`src/device_liveness_table_assert.svh`:
```
// Assertion macros for the device liveness table.
// Included by the top level; no other dependencies.
`ifndef DEVICE_LIVENESS_TABLE_ASSERT_SVH
`define DEVICE_LIVENESS_TABLE_ASSERT_SVH
`ifndef SYNTHESIS
`define DLT_ASSERT_IMPL(label, clk, rst_n, ante, cons) \
  label: assert property (@(posedge clk) disable iff (!rst_n) (ante) |-> (cons)) \
    else $error("assertion failed");
`define DLT_ASSERT_NEXT(label, clk, rst_n, ante, cons) \
  label: assert property (@(posedge clk) disable iff (!rst_n) (ante) |=> (cons)) \
    else $error("assertion failed");
`else
`define DLT_ASSERT_IMPL(label, clk, rst_n, ante, cons)
`define DLT_ASSERT_NEXT(label, clk, rst_n, ante, cons)
`endif
`endif

```
`src/dlt_pkg.sv`:
```
// Shared types and constants for the device liveness table.
// No dependencies.
package dlt_pkg;
  localparam int ENTRIES = 64;
  localparam int IDX_W = (ENTRIES > 1) ? $clog2(ENTRIES) : 1;
  localparam int CNT_W = $clog2(ENTRIES + 1);
  localparam int OUT_CNT_W = 7;

  localparam logic [2:0] OP_REPORT = 3'd0;
  localparam logic [2:0] OP_BAD    = 3'd1;
  localparam logic [2:0] OP_TOUCH  = 3'd2;
  localparam logic [2:0] OP_SWEEP  = 3'd3;

  localparam logic [2:0] ST_FOUND    = 3'd0;
  localparam logic [2:0] ST_CREATED  = 3'd1;
  localparam logic [2:0] ST_FULL     = 3'd2;
  localparam logic [2:0] ST_NOTFOUND = 3'd3;
  localparam logic [2:0] ST_SWEPT    = 3'd4;

  localparam int REC_W = 1 + 32 + 32 + 16 + 16 + 32 + 32 + 32 + 32;

  typedef struct packed {
    logic        online;
    logic [31:0] key;
    logic [31:0] session;
    logic [31:0] sequence_v;
    logic [15:0] temperature;
    logic [15:0] humidity;
    logic [31:0] seen;
    logic [31:0] good;
    logic [31:0] bad;
  } rec_t;

  typedef struct packed {
    logic [2:0]  op;
    logic [31:0] device_id;
    logic [31:0] session;
    logic [31:0] sequence_req;
    logic [15:0] temperature;
    logic [15:0] humidity;
    logic [31:0] now_seconds;
  } req_t;

  // Controller to datapath.
  typedef struct packed {
    logic             capture;   // latch the request
    logic             rd_en;     // read slot at scan_idx
    logic [IDX_W-1:0] scan_idx;
    logic             eval;      // rd_data valid for the slot latched in eidx_r
    logic             commit;    // apply operation to chosen slot
    logic             sweep_wr;  // write back sweep result
    logic             result;    // raise the output valid flag
  } dp_cmd_t;

  // Datapath to controller.
  typedef struct packed {
    logic       is_sweep;
  } dp_sts_t;
endpackage

```
`src/dlt_ctrl.sv`:
```
// Controller FSM: walks every slot for lookup and sweep, then commits.
// Depends on dlt_pkg.
module dlt_ctrl
  import dlt_pkg::*;
(
  input  logic    clk,
  input  logic    rst_n,
  input  logic    in_valid,
  output logic    in_ready,
  input  logic    res_busy,
  input  dp_sts_t sts,
  output dp_cmd_t cmd
);
  localparam logic [2:0] S_IDLE = 3'd0;
  localparam logic [2:0] S_SCAN = 3'd1;
  localparam logic [2:0] S_LAST = 3'd2;
  localparam logic [2:0] S_DONE = 3'd3;
  localparam logic [2:0] S_OUT  = 3'd4;

  logic [2:0]       state_r, state_nxt;
  logic [IDX_W-1:0] idx_r, idx_nxt;
  logic             ev_r, ev_nxt;

  always_comb begin
    state_nxt = state_r;
    idx_nxt = idx_r;
    ev_nxt = 1'b0;
    cmd = '0;
    cmd.scan_idx = idx_r;
    in_ready = (state_r == S_IDLE);
    case (state_r)
      S_IDLE: begin
        if (in_valid) begin
          cmd.capture = 1'b1;
          idx_nxt = '0;
          state_nxt = S_SCAN;
        end
      end
      S_SCAN: begin
        // Slot read issued now, evaluated in the next cycle.
        cmd.rd_en = 1'b1;
        ev_nxt = 1'b1;
        if (idx_r == IDX_W'(ENTRIES - 1)) state_nxt = S_LAST;
        else idx_nxt = idx_r + 1'b1;
      end
      S_LAST: begin
        state_nxt = S_DONE;
      end
      S_DONE: begin
        if (!res_busy) begin
          cmd.commit = 1'b1;
          state_nxt = S_OUT;
        end
      end
      S_OUT: begin
        cmd.result = 1'b1;
        state_nxt = S_IDLE;
      end
      default: state_nxt = S_IDLE;
    endcase
    cmd.eval = ev_r;
    cmd.sweep_wr = ev_r & sts.is_sweep;
  end

  always_ff @(posedge clk) begin
    if (!rst_n) begin
      state_r <= S_IDLE;
      idx_r <= '0;
      ev_r <= 1'b0;
    end else begin
      state_r <= state_nxt;
      idx_r <= idx_nxt;
      ev_r <= ev_nxt;
    end
  end
endmodule

```
`config.mk`:
```
export PLATFORM = sky130hd
export DESIGN_NAME = dlt_ctrl
export DESIGN_NICKNAME = d
export VERILOG_FILES = /design/src/device_liveness_table_assert.svh /design/src/dlt_pkg.sv /design/src/dlt_ctrl.sv
export SDC_FILE = /design/constraint.sdc
export NUM_CORES = 1
export LEC_CHECK = 0
export ABC_AREA = 1
export BUFFER_PORTS_ARGS = -buffer_cell sky130_fd_sc_hd__buf_2
export CORE_AREA = 2 2 39 41
export CTS_CLUSTER_SIZE = 10
export DETAILED_ROUTE_END_ITERATION = 7
export DIE_AREA = 0 0 41 43
export PLACE_DENSITY_LB_ADDON = 0.08
export SYNTH_ARGS = -nofsm -noshare
export SYNTH_HDL_FRONTEND = slang
export SYNTH_SLANG_ARGS = --single-unit
```
`constraint.sdc`:
```
create_clock -name clk -period 1.5 [get_ports clk]
set_clock_uncertainty 0.15 [all_clocks]
set_input_delay 0 -clock clk [delete_from_list [all_inputs] [get_ports clk]]
set_output_delay 0 -clock clk [all_outputs]
set_load 0.02 [all_outputs]
```
* Word level (Yosys, flattened, before mapping) *
Cells that the tools add are included.

word-level totals
  register bits after elaboration = 10
  input bits = 5
  output and inout port bits = 13
  logic and storage cells = 31

cells by class
  add/sub/neg operators = 1
  eq/ne operators = 9
  multiplexer cells = 13
  bitwise logic cells = 1
  reductions and logical operators = 4

operator list
  cell                                                             count
  6-bit two-way mux                                                2
  3-bit one-hot mux with 4 select lines                            1
  6-bit one-hot mux with 2 select lines                            1
  3-bit two-way mux                                                3
  2-bit != test, second input constant                             4
  6-bit by 1-bit adder with 6-bit output, second input constant    1
  3-bit by 2-bit == test with 1-bit output, second input constant  2
  6-bit == test, second input constant                             1
  1-bit two-way mux                                                6
  3-bit AND reduction                                              2
  3-bit by 1-bit == test with 1-bit output, second input constant  1
  3-bit == test, second input constant                             1
  3-bit logical NOT                                                1
  2-bit nonzero test                                               1
  1-bit AND                                                        1

* Longest topological paths before layout *
  depth in word-level cells = 3
  depth in mapped cells = 8
  mapped depth without buffers = 8

* Worst setup path before layout *
Ideal clock, no wire load.

  path kind = reg2reg
  start point = register idx_r[0]
  end point = register state_r[0]
  setup time = 0.114 ns
  data arrival time = 1.297 ns
  path slack = -0.061 ns
  stages on the path, launching flop included = 9
  buffers on the path = 0
  period minus slack after synthesis = 1.561 ns
  path through = dfxtp_1 > ha_1 > nand2_1 > nor2_1 > nand2_1 > nand2_4 > nand2_1 > o21bai_1 > inv_1

between the ends
  word-level cells in the longest chain between the ends = 3

ends and longest elaborated chain
  what                                  RTL line        RTL
  from (decl)                           dlt_ctrl.sv:21  logic [IDX_W-1:0] idx_r, idx_nxt;
  from (signal assigned)                dlt_ctrl.sv:72  idx_r <= idx_nxt;
  6-bit == test                         dlt_ctrl.sv:43  if (idx_r == IDX_W'(ENTRIES - 1)) state_nxt = S_LAST;
  2-bit != test (no source line)        -
  3-bit AND reduction (no source line)  -
  to (signal assigned)                  dlt_ctrl.sv:71  state_r <= state_nxt;
  to (decl)                             dlt_ctrl.sv:20  logic [2:0] state_r, state_nxt;

Every way passes these cells.
A chain may end at the register's enable or synchronous reset.

* Final worst setup path *
  start point = register idx_r[0]
  end point = register idx_r[3]

between the ends
  word-level cells in the longest chain between the ends = 3
  elaborated cells between the ends (all ways) = 6
  classes of those cells = 1 x add/sub; 2 x eq/ne; 2 x mux; 1 x reduce/logical

ends and longest elaborated chain
  what                                                                                 RTL line
  6-bit by 1-bit adder with 6-bit output / 6-bit == test (equally long branches)       dlt_ctrl.sv:44, dlt_ctrl.sv:43
  6-bit two-way mux / 2-bit != test (equally long branches)                            -
  6-bit one-hot mux with 2 select lines / 3-bit AND reduction (equally long branches)  -

Parallel ways exist; a longest one is shown, timed or not. The select of a mux whose other input is x is not followed.

==> impl_metrics.csv <==
group,metric,value,unit
timing,final.min_clock_period,1.42,ns
timing,worst_slack,0.0845,ns
timing,tightest_slew,0.364,ns
power_and_ir_drop,powerDensity,1460,nW/um^2
clocking,cts_max_level,1,
die,start_util,0.439,
detailed_routing,route.detailed.drc,0,
min_path,hold_class,"in2out",
power_and_ir_drop,p_int,0.711,mW
place,gp_congestion,0.722,
die,die_h,43,um
yosys,synth.distinct_cells,19,
worst_setup_path,cp-start-kind,"register",
yosys,syn_nets,96,
grt,grt_max_degree,9,
yosys,synth-xor-area-share,0,
die,core,1380,sq um
final_layout,nNetsFinal,124,
worst_setup_path,required,1.51,ns
worst_setup_path,slowest_delay,0.37,ns
detailed_routing,vias,639,
timing,hold_viol,0,
final_layout,layout_commonest_cell,"nand2_1",
yosys,yosys.area.top_type,"dfxtp_1",
clocking,cts_inserted_buffers,3,
yosys,muxShareOfSynthArea,0,
yosys,ys_seq_area_frac,0.330,
die,die-area,1760,sq um
status,status,"completed",
power_and_ir_drop,pwr-share-seq,0.325,
detailed_routing,drt-pass1-iter-count,4,
yosys,synthesis.area,607,sq um
die,dieWidth,41,um
worst_setup_path,worst-path-buf-inv,0,
timing,fmax,706,MHz
power_and_ir_drop,clkPwrFrac,0.205,
yosys,synth_top_family_by_area,"simple AND/OR/NAND/NOR gates",
place,place_area,729,sq um
detailed_routing,drt_iter0_drc,6,
final_layout,final_cell_count_no_fill,133,
clocking,insertion_delay,0.27,ns
grt,grt_pass1_wl,2.03,mm
yosys,synth_warnings,0,
clocking,cts_tree,"yes",
grt,grt_overflow,0,
timing,max_slew_margin,0.757,
place,pre_cts_ws,0.0633,ns
worst_setup_path,critPathArrivalTime,1.42,ns
power_and_ir_drop,comb_power_share,0.470,
yosys,synth.avg_cell_area,6.74,sq um
timing,timing.setup.tns,0,ns
place,port_buffers,17,
detailed_routing,drt-total-wl,1.34,mm
yosys,synthAdderAreaFrac,0.0206,
yosys,synth_compound_area_frac,0.0969,
final_layout,antennaDiodeCount,0,
die,num_io_pins,18,
worst_setup_path,crit_path_end_kind,"register",
detailed_routing,detail_route.wl_per_cell,10.1,um
power_and_ir_drop,leakage,0.423,nW
power_and_ir_drop,p_sw,0.526,mW
worst_setup_path,crit_type,"reg2reg",
timing,period_share,0.944,
clocking,clockBufferDepth,2,
final_layout,filler_cell_count,150,
yosys,synth_top_area_share,0.330,
worst_setup_path,cp_max_fo,8,
timing,final_max_slew_viol_count,0,
clocking,cts_root_buf,"clkbuf_4",
clocking,clk_pin_slew,0.07,ns
power_and_ir_drop,sw_frac_of_total,0.425,
timing,setup_viol,0,
final_layout,drive_gt1_frac,0.385,
final_layout,final_area,848,sq um
final_layout,area_growth,39.8,%
worst_setup_path,slowest_stage,"dfxtp_4",
detailed_routing,via_per_inst,4.80,
yosys,synthTopCellsByArea,"dfxtp_1 33%, nand2_1 12%, nand3_1 9.9%",
worst_setup_path,cp_top_family,"simple AND/OR/NAND/NOR gates",
clocking,clock-sinks,10,
flow_run,cap_violations,0,
place,dp.cells,125,
place,place_hpwl,1.04,mm
yosys,synth_cells,90,
yosys,synth_seq_cells,10,
die,num_rows,14,
yosys,yosys.area_share.simple,0.431,
grt,track_usage,0.170,
worst_setup_path,cp_cell_sequence,"ha_2 -> nand2_2 -> nor2_4 -> nand2_2 -> nand2_4 -> nand2_4 -> nand2_1 -> a21oi_2",
detailed_routing,ant_nets,0,
final_layout,postLayoutCoreUtil,0.613,
grt,antenna_found_initial,0,
grt,grt_pass1_vias,524,
power_and_ir_drop,ir_worst_vdd,731,uV
final_layout,final_cell_mix,"18 x nand2_1, 17 x buf_2, 13 x inv_1",
registers in the layout (all words and copies together), names as in the netlist:
register and cells:
idx_r 6, state_r 3, ev_r 1
what timing repair did:
item | CTS | global route
setup buffers | 0 | 1
resized for setup | 0 | 11
endpoints found under the setup margin | 0 | 9
hold endpoints to repair | 9 | 0
hold buffers | 3 | 0
final cells by class:
class | count | area [sq um] | area share
repair buffers | 25 | 165 | 0.195
multi-input cells | 63 | 359 | 0.423
flip-flops and latches | 10 | 209 | 0.246
inverters | 15 | 58.8 | 0.0693
well taps | 16 | 20.0 | 0.0236
clock buffers | 4 | 36.3 | 0.0428
path summary, 6_finish.rpt:
| check | cells after the start | start | endpoint | slack, ns |
|---|---|---|---|---|
| min | 4 | sts | cmd[1] | 0.15 |
| min reg2reg | 2 | idx_r[0]$_SDFFE_PN0P_ | idx_r[0]$_SDFFE_PN0P_ | 0.38 |
| max | 8 | idx_r[0]$_SDFFE_PN0P_ | idx_r[3]$_SDFFE_PN0P_ | 0.08 |
| max reg2reg | 8 | idx_r[0]$_SDFFE_PN0P_ | idx_r[3]$_SDFFE_PN0P_ | 0.08 |
metal layers:
metal | vias up | wire length (um) | global-route usage
met5 | - | 0 | 0
met4 | 0 | 22 | 0.100
met3 | 4 | 62 | 0.0471
met2 | 16 | 668 | 0.272
met1 | 278 | 586 | 0.188
li1 | 341 | - | -
logic make-up (layout without fill, tap and decap cells):
logic type / after synthesis / count (layout)
buf+inv: 17 / 44
simple gates: 52 / 52
flops: 10 / 10
fa+ha+maj: 1 / 1
compound gates: 10 / 10
metrics by stage:
stage                     power (mW)  hold slack, ns
final                           1.24           0.145
after global placement         0.918          0.0494
after floorplan                0.785         -0.0708
after detailed placement       0.921          0.0524
after CTS                       1.18           0.148
after global routing            1.32           0.187
cells in the mapped netlist (all sizes together):
cell type / count
nand2: 23
inv: 15
nor2: 13
nand3: 12
dfxtp: 10
a21oi: 7
buf: 2
nand4: 2
nor3: 2
o21bai: 2
ha: 1
o21ai: 1
power groups by stage:
stage          logic [mW]  clock network (mW)  registers [mW]
2_1_floorplan       0.358                   0           0.427
3_3_place_gp        0.525                   0           0.393
3_5_place_dp        0.524                   0           0.397
4_1_cts             0.532               0.258           0.391
5_1_grt             0.639               0.272           0.412
6_report            0.582               0.253           0.402
worst reg2reg max path: stages, from the launching register on:
cell	delay, ns
dfxtp_4	0.37
ha_2	0.18
nand2_2	0.09
nor2_4	0.13
nand2_2	0.07
nand2_4	0.11
nand2_4	0.08
nand2_1	0.08
a21oi_2	0.05
(Power assumes the default switching activity.)
